**config.mk**
```make
export PLATFORM = sky130hd
export DESIGN_NAME = page_replacement_fifo_lru_core
export DESIGN_NICKNAME = d
export VERILOG_FILES = /design/src/prc_pkg.sv /design/src/prc_cell.sv /design/src/page_replacement_fifo_lru_core.sv
export SDC_FILE = /design/constraint.sdc
export NUM_CORES = 1
export LEC_CHECK = 0
export ABC_AREA = 1
export BUFFER_PORTS_ARGS = -buffer_cell sky130_fd_sc_hd__buf_2
export CAP_MARGIN = 15
export CORE_MARGIN = 4
export CORE_UTILIZATION = 29
export DETAILED_ROUTE_END_ITERATION = 10
export SKIP_LAST_GASP = 1
export SYNTH_ARGS = -nofsm -noshare
export SYNTH_HDL_FRONTEND = slang
export SYNTH_SLANG_ARGS = --single-unit
```
**constraint.sdc**
```tcl
create_clock -name clk -period 6.6 [get_ports clk]
set_clock_uncertainty 0.05 [all_clocks]
set_input_delay 0.33 -clock clk [delete_from_list [all_inputs] [get_ports clk]]
set_output_delay 0.33 -clock clk [all_outputs]
set_load 0.01 [all_outputs]
```
**src/prc_pkg.sv**
```systemverilog
// shared types and constants for the page replacement core
`default_nettype none

package prc_pkg;

  // fixed field widths of the item and result ports
  localparam int PAGE_W = 3;
  localparam int FI_W   = 2;
  localparam int CNT_W  = 16;

  localparam logic [CNT_W-1:0] CNT_MAX = {CNT_W{1'b1}};

  // replacement policy codes
  localparam logic POLICY_FIFO = 1'b0;
  localparam logic POLICY_LRU  = 1'b1;

  // update command broadcast to every cell
  typedef struct packed {
    logic en;       // an item is being handled this cycle
    logic clear;    // empty all frames before the access
    logic load;     // target cell takes the new page
    logic age_all;  // every other valid cell ages by one
    logic age_lim;  // other valid cells younger than the limit age by one
  } prc_cmd_t;

  // flags rippling along the row of cells
  typedef struct packed {
    logic found;         // a cell further up matched the page
    logic victim_found;  // a cell further up holds the oldest rank
  } prc_chain_t;

endpackage

`default_nettype wire

```
**src/prc_cell.sv**
```systemverilog
// one frame cell: page, valid and age rank, with its link in the search chain
`default_nettype none

module prc_cell
  import prc_pkg::*;
#(
  parameter int FRAMES = 4,
  parameter int INDEX  = 0
) (
  input  wire logic                      clk,
  input  wire logic                      rst,
  input  wire logic [PAGE_W-1:0]         page_in,
  input  wire prc_cmd_t                  cmd,
  input  wire logic [$clog2(FRAMES)-1:0] target,
  input  wire logic [$clog2(FRAMES)-1:0] limit,
  input  wire prc_chain_t                chain_in,
  input  wire logic [$clog2(FRAMES)-1:0] hit_idx_in,
  input  wire logic [$clog2(FRAMES)-1:0] hit_rank_in,
  input  wire logic [$clog2(FRAMES)-1:0] vict_idx_in,
  input  wire logic [PAGE_W-1:0]         vict_page_in,
  output      prc_chain_t                chain_out,
  output      logic [$clog2(FRAMES)-1:0] hit_idx_out,
  output      logic [$clog2(FRAMES)-1:0] hit_rank_out,
  output      logic [$clog2(FRAMES)-1:0] vict_idx_out,
  output      logic [PAGE_W-1:0]         vict_page_out
);

  localparam int IW = $clog2(FRAMES);
  localparam logic [IW-1:0] MY_IDX   = IW'(INDEX);
  localparam logic [IW-1:0] OLDEST   = IW'(FRAMES - 1);

  logic [PAGE_W-1:0] page;
  logic              valid;
  logic [IW-1:0]     rank;

  logic [PAGE_W-1:0] page_next;
  logic              valid_next;
  logic [IW-1:0]     rank_next;

  logic          valid_eff;
  logic [IW-1:0] rank_eff;
  logic          match;
  logic          oldest;
  logic          is_target;

  assign valid_eff = valid & ~cmd.clear;
  assign rank_eff  = cmd.clear ? '0 : rank;
  assign match     = valid_eff && (page == page_in);
  assign oldest    = valid_eff && (rank_eff == OLDEST);
  assign is_target = (target == MY_IDX);

  // first match and first oldest frame win
  assign chain_out.found        = chain_in.found | match;
  assign chain_out.victim_found = chain_in.victim_found | oldest;
  assign hit_idx_out   = chain_in.found ? hit_idx_in  : MY_IDX;
  assign hit_rank_out  = chain_in.found ? hit_rank_in : rank_eff;
  assign vict_idx_out  = chain_in.victim_found ? vict_idx_in  : MY_IDX;
  assign vict_page_out = chain_in.victim_found ? vict_page_in : page;

  always_comb begin
    page_next  = page;
    valid_next = valid_eff;
    rank_next  = rank_eff;
    if (is_target && cmd.load) begin
      page_next  = page_in;
      valid_next = 1'b1;
      rank_next  = '0;
    end else if (is_target && cmd.age_lim) begin
      rank_next = '0;
    end else if (!is_target && valid_eff &&
                 (cmd.age_all || (cmd.age_lim && rank_eff < limit))) begin
      rank_next = rank_eff + 1'b1;
    end
  end

  always_ff @(posedge clk) begin
    if (rst) begin
      valid <= 1'b0;
      rank  <= '0;
    end else if (cmd.en) begin
      valid <= valid_next;
      rank  <= rank_next;
    end
  end

  always_ff @(posedge clk) begin
    if (cmd.en) begin
      page <= page_next;
    end
  end

endmodule

`default_nettype wire

```
**src/page_replacement_fifo_lru_core.sv**
```systemverilog
// top level of the fifo / lru page replacement core: row of frame cells and counters
//
//  channel  | signals                                 | handshake
//  ---------+-----------------------------------------+--------------------------------
//  item in  | page_number, start_over                 | taken when start && !busy
//  result   | hit, frame_index, evicted_valid,        | valid for one cycle with done
//           | evicted_page, fault_count, replace_count|
//  config   | cfg_wdata (policy_mode)                 | written when cfg_we
//
// one item per clock: busy never rises, and the result appears with done in the
// cycle after the item is taken. the figure is set by the row of frame cells,
// whose match and oldest-frame chain ripples combinationally through all FRAMES cells.
// rst clears all frames, both counters and the policy (fifo); page contents are
// left as they are, since a frame is only read once its valid bit is set.
// the receiver cannot stall: each result is shown for exactly one cycle.
`default_nettype none

module page_replacement_fifo_lru_core
  import prc_pkg::*;
#(
  parameter int FRAMES = 4
) (
  input  wire logic              clk,
  input  wire logic              rst,
  input  wire logic              start,
  output      logic              busy,
  input  wire logic [PAGE_W-1:0] page_number,
  input  wire logic              start_over,
  input  wire logic              cfg_we,
  input  wire logic              cfg_wdata,
  output      logic              done,
  output      logic              hit,
  output      logic [FI_W-1:0]   frame_index,
  output      logic              evicted_valid,
  output      logic [PAGE_W-1:0] evicted_page,
  output      logic [CNT_W-1:0]  fault_count,
  output      logic [CNT_W-1:0]  replace_count
);

  localparam int IW = $clog2(FRAMES);
  localparam int FW = $clog2(FRAMES + 1);
  localparam logic [FW-1:0] FULL_CNT = FW'(FRAMES);

  // configuration
  logic policy_mode;

  // fill count and saturating counters (the counters double as result ports)
  logic [FW-1:0] filled;
  logic [FW-1:0] filled_eff;
  logic [FW-1:0] filled_next;
  logic [CNT_W-1:0] faults_eff;
  logic [CNT_W-1:0] faults_next;
  logic [CNT_W-1:0] repl_eff;
  logic [CNT_W-1:0] repl_next;

  logic accept;
  logic full;
  logic hit_now;
  logic evict_now;
  logic [IW-1:0] target;

  prc_cmd_t cmd;

  // chain links, one more than the cell count
  prc_chain_t        chain     [FRAMES+1];
  logic [IW-1:0]     hit_idx   [FRAMES+1];
  logic [IW-1:0]     hit_rank  [FRAMES+1];
  logic [IW-1:0]     vict_idx  [FRAMES+1];
  logic [PAGE_W-1:0] vict_page [FRAMES+1];

  assign busy   = 1'b0;
  assign accept = start && !busy;

  // head of the chain: nothing found yet
  assign chain[0]     = '0;
  assign hit_idx[0]   = '0;
  assign hit_rank[0]  = '0;
  assign vict_idx[0]  = '0;
  assign vict_page[0] = '0;

  genvar gi;
  generate
    for (gi = 0; gi < FRAMES; gi++) begin : g_cell
      prc_cell #(
        .FRAMES (FRAMES),
        .INDEX  (gi)
      ) u_cell (
        .clk           (clk),
        .rst           (rst),
        .page_in       (page_number),
        .cmd           (cmd),
        .target        (target),
        .limit         (hit_rank[FRAMES]),
        .chain_in      (chain[gi]),
        .hit_idx_in    (hit_idx[gi]),
        .hit_rank_in   (hit_rank[gi]),
        .vict_idx_in   (vict_idx[gi]),
        .vict_page_in  (vict_page[gi]),
        .chain_out     (chain[gi+1]),
        .hit_idx_out   (hit_idx[gi+1]),
        .hit_rank_out  (hit_rank[gi+1]),
        .vict_idx_out  (vict_idx[gi+1]),
        .vict_page_out (vict_page[gi+1])
      );
    end
  endgenerate

  // start over acts before the lookup
  assign filled_eff = start_over ? '0 : filled;
  assign faults_eff = start_over ? '0 : fault_count;
  assign repl_eff   = start_over ? '0 : replace_count;
  assign full       = (filled_eff == FULL_CNT);

  assign hit_now   = chain[FRAMES].found;
  assign evict_now = !hit_now && full;

  // hit keeps its frame; a miss fills the next free frame, or the oldest when full
  always_comb begin
    if (hit_now) begin
      target = hit_idx[FRAMES];
    end else if (full) begin
      target = vict_idx[FRAMES];
    end else begin
      target = filled_eff[IW-1:0];
    end
  end

  always_comb begin
    cmd.en      = accept;
    cmd.clear   = start_over;
    cmd.load    = !hit_now;
    cmd.age_all = !hit_now;
    cmd.age_lim = hit_now && (policy_mode == POLICY_LRU);
  end

  assign filled_next = (!hit_now && !full) ? filled_eff + 1'b1 : filled_eff;
  assign faults_next = (!hit_now && faults_eff != CNT_MAX) ? faults_eff + 1'b1 : faults_eff;
  assign repl_next   = (evict_now && repl_eff != CNT_MAX) ? repl_eff + 1'b1 : repl_eff;

  // control state
  always_ff @(posedge clk) begin
    if (rst) begin
      policy_mode   <= POLICY_FIFO;
      filled        <= '0;
      fault_count   <= '0;
      replace_count <= '0;
      done          <= 1'b0;
    end else begin
      done <= accept;
      if (cfg_we) begin
        policy_mode <= cfg_wdata;
      end
      if (accept) begin
        filled        <= filled_next;
        fault_count   <= faults_next;
        replace_count <= repl_next;
      end
    end
  end

  // result payload
  always_ff @(posedge clk) begin
    if (accept) begin
      hit           <= hit_now;
      frame_index   <= FI_W'(target);
      evicted_valid <= evict_now;
      evicted_page  <= evict_now ? vict_page[FRAMES] : '0;
    end
  end

endmodule

`default_nettype wire
```
---- Word-level counts from Yosys, hierarchy flattened ----
Cells that the tools add are included.
word-level totals
  register bits ........................... 68
  word-level logic and storage cells ...... 142
  bits of input ports ..................... 9
  output and inout port bits .............. 41
operators by class
  equal/unequal tests ..................... 13
  reductions and logical operators ........ 47
  bitwise gates (word level) .............. 10
  add/subtract/negate cells ............... 7
  order comparisons ....................... 4
  muxes and demuxes ....................... 40
operators by type and width
  kind                                                              count
  16-bit two-way mux                                                4
  2-bit two-way mux                                                 25
  16-bit by 1-bit adder with 16-bit output (second input constant)  2
  1-bit logical AND                                                 32
  16-bit inequality test (second input constant)                    2
  3-bit two-way mux                                                 5
  3-bit == test                                                     4
  2-bit == test (second input constant)                             5
  2-bit by 1-bit adder with 2-bit output (second input constant)    4
  2-bit less-than comparator                                        4
  2-bit AND reduction                                               4
  1-bit logical NOT                                                 6
  1-bit two-way mux                                                 6
  1-bit bitwise OR                                                  5
  1-bit bitwise AND                                                 4
  1-bit logical OR                                                  4
  3-bit by 1-bit adder with 3-bit output (second input constant)    1
  3-bit == test (second input constant)                             1
  2-bit by 1-bit == test with 1-bit output (second input constant)  1
  2-bit logical NOT                                                 1
  1-bit inverter                                                    1

---- Longest topological paths before layout ----
  word-level depth ........................ 15
  depth in mapped cells ................... 19

---- Modules after synthesis ----
A second synthesis with hierarchy kept.
second synthesis, totals
  cells, all modules ...................... 690
  area, all modules ....................... 4564.4 µm²
modules (own cells, without submodules)
  module                          cells each  area an instance (µm²)  instances
  page_replacement_fifo_lru_core  401         2708.8                  1
  prc_cell (g_cell[2].u_cell)     75          475.5                   1
  prc_cell (g_cell[1].u_cell)     70          473.0                   1
  prc_cell (g_cell[3].u_cell)     71          455.4                   1
  prc_cell (g_cell[0].u_cell)     73          451.7                   1

---- Worst setup path after synthesis ----
Ideal clock, no wire load.
  path kind ............................... in2reg
  from .................................... input port start_over
  to ...................................... register g_cell[3].u_cell.page[0] (enable)
  buffers on the path ..................... 2
  stages on the path ...................... 17
  data required time ...................... 6.251 ns
  setup slack ............................. 4.161 ns
  arrival ................................. 2.089 ns
  path through ............................ inv_2 -> buf_4 -> buf_4 -> nand2_1 -> inv_1 -> ha_1 -> nand2_1 -> nand3_1 -> o21ai_0 -> nand2_1 -> o21ai_0 -> nand2_1 -> nand2_2 -> nand2_1 -> nor2_1 -> nand2_1 -> inv_1
on the way
  longest elaborated chain between the ends .. 11
  elaborated cells on any way between the ends .. 37
  those cells by class .................... 5 x eq/ne; 12 x mux; 10 x bitwise; 10 x reduce/logical
RTL lines
  item                                                          RTL line                               RTL
  start: declaration                                            page_replacement_fifo_lru_core.sv:28   input wire logic start_over,
  2-bit two-way mux / 1-bit inverter (equally long branches)    prc_cell.sv:47, prc_cell.sv:46
  2-bit == test / 1-bit bitwise AND (equally long branches)     prc_cell.sv:49, prc_cell.sv:46
  1-bit logical AND                                             prc_cell.sv:49                         assign oldest = valid_eff && (rank_eff == OLDEST);
  1-bit two-way mux / 1-bit bitwise OR (equally long branches)  prc_cell.sv:57, prc_cell.sv:54
  2-bit two-way mux / 1-bit bitwise OR (equally long branches)  prc_cell.sv:57, prc_cell.sv:54
  2-bit two-way mux                                             prc_cell.sv:57                         assign vict_idx_out = chain_in.victim_found ? vict_idx_in : MY_IDX;
  2-bit two-way mux                                             page_replacement_fifo_lru_core.sv:121  end else if (full) begin
  2-bit two-way mux *                                           page_replacement_fifo_lru_core.sv:119  if (hit_now) begin
  via g_cell[0].u_cell.target[0]                                prc_cell.sv:14                         input wire logic [$clog2(FRAMES)-1:0] target,
  2-bit == test *                                               prc_cell.sv:50                         assign is_target = (target == MY_IDX);
  1-bit logical AND *                                           prc_cell.sv:64                         if (is_target && cmd.load) begin
  2-bit AND reduction (no source line) *                        -
  end signal: assignment                                        prc_cell.sv:88                         page <= page_next;
  end: declaration                                              prc_cell.sv:32                         logic [PAGE_W-1:0] page;
The timed path passes the listed nets; every way through them passes the cells marked *.
A chain may end at the register's enable or synchronous reset.

---- Final worst setup path ----
  from .................................... input port start_over
  to ...................................... register g_cell[3].u_cell.rank[0]
on the way
  longest elaborated chain between the ends .. 15
  elaborated cells on any way between the ends .. 52
  those cells by class .................... 1 x add/sub; 1 x order compare; 5 x eq/ne; 19 x mux; 10 x bitwise; 16 x reduce/logical
RTL lines
  item                                                          RTL line                               RTL
  2-bit two-way mux / 1-bit inverter (equally long branches)    prc_cell.sv:47, prc_cell.sv:46
  2-bit == test / 1-bit bitwise AND (equally long branches)     prc_cell.sv:49, prc_cell.sv:46
  1-bit logical AND                                             prc_cell.sv:49
  1-bit two-way mux / 1-bit bitwise OR (equally long branches)  prc_cell.sv:57, prc_cell.sv:54
  2-bit two-way mux / 1-bit bitwise OR (equally long branches)  prc_cell.sv:57, prc_cell.sv:54
  2-bit two-way mux                                             prc_cell.sv:57
  2-bit two-way mux                                             page_replacement_fifo_lru_core.sv:121
  2-bit two-way mux *                                           page_replacement_fifo_lru_core.sv:119
  via g_cell[0].u_cell.target[0]                                prc_cell.sv:14
  2-bit == test *                                               prc_cell.sv:50
  1-bit logical NOT                                             prc_cell.sv:70                         end else if (!is_target && valid_eff &&
  1-bit logical AND (2 in series)                               prc_cell.sv:70
  2-bit two-way mux                                             prc_cell.sv:70
  2-bit two-way mux                                             prc_cell.sv:68                         end else if (is_target && cmd.age_lim) begin
  2-bit two-way mux *                                           prc_cell.sv:64
  end signal: assignment                                        prc_cell.sv:82                         rank <= rank_next;
  end: declaration                                              prc_cell.sv:34                         logic [IW-1:0] rank;
Marks and branches as above.

==> flow_metrics.tcl <==
set metrics [dict create \
    die_area_mm2 0.0163 \
    ant_nets 0 \
    cts_resized 0 \
    grt_max_degree 37 \
    synth_cell_types 40 \
    fp.coreArea_mm2 0.0139 \
    static-leakage-power_nw 2.08 \
    cts_sinks 68 \
    outcome "completed" \
    ir_drop_uv 104 \
    max_freq_ghz 0.336 \
    grt_usage_pct 13.6 \
    synth_area_mm2 0.00414 \
    synth_common_cells "169 x nand2_1, 87 x inv_1, 77 x nor2_1" \
    drv_slew 0 \
    cp-end-kind "flop" \
    ys.flop_type "dfxtp_1" \
    drc 0 \
    final_cell_area_mm2 0.00478 \
    avgSynthCellArea_um2 6.67 \
    start_kind "input pin" \
    dr.pass1.iters 5 \
    period_needed_ns 2.97 \
    antenna_cells 0 \
    cp_max_fo 24 \
    worstPathRequired_ns 6.73 \
    cts_buffers 9 \
    whs_ns 0.183 \
    wire_per_inst_um 12.3 \
    io-pin-count 50 \
    setup_viol 0 \
    start_util_pct 29.7 \
    drt_iter0_drc 178 \
    critical_path.slowest_cell "buf_2" \
    die_y_um 127 \
    critical_path_class "input pin to flop" \
    postCtsSetupRepairBufs 0 \
    synth_top_area_share_pct 23.7 \
    final_nets 676 \
    cap_viol_max_count 0 \
    tightest_slew_ns 0.861 \
    insertion_delay_ns 0.33 \
    synth_area_leader_cell "dfxtp_1" \
    synthArstFlopShare_pct 0 \
    cts-root-buf "clkbuf_16" \
    cp.arrival_ns 3.10 \
    syn_inst 621 \
    clk_path_buf_depth 2 \
    yosysMostFrequentCell "nand2_1" \
    vias 3903 \
    yosysWarningCount 0 \
    totalWireLength_um 10400 \
    antenna_found_initial 0 \
    timing.final.crit_share_pct 45.1 \
    ys_top_cells_by_area "dfxtp_1 24%, nand2_1 15%, edfxtp_1 14%" \
    cts_tree "yes" \
    rows 43 \
    fill_cells 1500 \
    synth_edf_count 19 \
    hold_path_depth 3 \
    gp_congestion 0.851 \
    h-tree-depth 3 \
    viasPerCell 4.63 \
    tns_ns 0 \
    grt_pass1_vias 3740 \
    die_x_um 127 \
    drive_gt1_share_pct 13.1 \
    clkTransAtPathRegs_ns 0.05 \
    hold_viol 0 \
    overflow 0 \
    synth_fp_nets 637 \
    hold_buffers 0 \
    powerDensity_mw_per_mm2 199 \
    crit_chain "buf_2 -> inv_2 -> nand2_1 -> inv_1 -> ha_1 -> nand2_1 -> nand3_1 -> o21ai_0 -> nand2_1 -> o21ai_0 -> nand2_1 -> nand2_2 -> nand2_1 -> o21ai_0 -> inv_1 -> nand3_1 -> a21oi_1" \
    post-dp-hpwl_um 7640 \
    hold_class "input pin to flop" \
    critical_path.most_common_cell "nand2_1" \
    yosysSeqAreaShare_pct 37.5 \
    grt_first_pass_wirelength_um 18000 \
    io_buffers 48 \
    post_dp_cell_area_mm2 0.00451 \
    max_stage_delay_ns 0.42 \
    rsz0062_at_grt "no" \
    ff2ff_path_depth 15 \
    synth_seq_cells 68 \
    slew-limit-headroom_pct 42.4 \
    areaGrowthSynthToFinish_pct 15.5 \
]
[state kept, by name, summed over array words and instances (netlist names)]
name / flops
g_cell.u_cell.valid: 4
hit: 1
filled: 3
evicted_valid: 1
evicted_page: 3
fault_count: 16
g_cell.u_cell.rank: 8
frame_index: 2
policy_mode: 1
g_cell.u_cell.page: 12
replace_count: 16
done: 1
[cell usage in the layout (no fill, tap or decap), types with 2 or more instances in the layout]
cell / Yosys / routed
clkbuf_16: 0 / 9
nand2_2: 4 / 4
nor4_1: 6 / 6
nand4_1: 7 / 7
edfxtp_1: 19 / 19
nor3_1: 14 / 14
nor3_2: 2 / 2
nor2_2: 4 / 4
nor3b_1: 4 / 4
nand3b_1: 2 / 2
buf_2: 3 / 48
inv_1: 87 / 87
o22ai_1: 7 / 7
xnor2_1: 3 / 3
clkbuf_8: 0 / 2
o21a_1: 6 / 6
inv_2: 5 / 5
dfxtp_1: 49 / 49
o21ai_0: 27 / 27
nor2_1: 77 / 77
ha_1: 7 / 7
nand3_1: 43 / 43
a21oi_2: 2 / 2
nand2_1: 169 / 169
xor2_1: 6 / 6
a21oi_1: 36 / 36
o211ai_1: 2 / 2
nand2_4: 2 / 2
[power breakdown]
part | switching, mW | internal (mW)
clock | 0.173 | 0.270
combinational | 0.0513 | 0.0164
sequential | 0.00418 | 0.437
[critical path, delay by kind of cell]
kind,cells,cell delay [ns]
adder cells (fa/ha/maj),1,0.20
AND/OR/NAND/NOR,8,1.14
buffers and inverters,4,0.90
AO/OA/AOI/OAI,4,0.51
[stage by stage]
| stage | utilization (%) | cells | power [mW] | setup slack [ns] |
|---|---|---|---|---|
| finish | 34.3 | 843 | 0.952 | 3.63 |
| global route | 34.3 | 843 | 0.996 | 3.28 |
| CTS | 34.3 | 843 | 0.966 | 3.65 |
| detailed placement | 32.4 | 829 | 0.518 | 3.30 |
| global placement | 32.4 | 829 | 0.518 | 3.35 |
| floorplan | - | 621 | 0.498 | 4.16 |
[per-layer routing]
layer / track usage (%) / vias up / wire (um)
met5: 0 / - / 0
met4: 4.48 / 0 / 138
met3: 3.64 / 11 / 581
met2: 21.8 / 92 / 4820
met1: 17.8 / 1745 / 4870
li1: - / 2055 / -
[worst paths after layout]
check                             end                startpoint  slack (ns)
max          g_cell[3].u_cell.rank[0]                start_over        3.63
min                       policy_mode                 cfg_wdata        0.18
max reg2reg            fault_count[9]  g_cell[0].u_cell.page[2]        3.94
min reg2reg                 filled[1]                 filled[1]        0.41
[layout make-up]
cell class	instances	area (um^2)	area share (%)
multi-input cells	440	2140	44.8
inverters	93	352	7.35
repair buffers	48	240	5.02
well taps	180	225	4.71
clock inverters	2	12.5	0.262
flip-flops and latches	68	1550	32.5
clock buffers	12	256	5.37
[cells by family after synthesis]
logic type                 after synthesis  share of synthesized area [%]
DFF                                     68                           37.5
adders and majority gates                7                           2.12
AOI/OAI and AO/OA                       83                           11.1
other                                    1                         0.0906
buffers and inverters                  113                           10.8
xor gates and xnor gates                 9                           1.90
and+or+nand+nor                        340                           36.5
(Power assumes the default switching activity.)
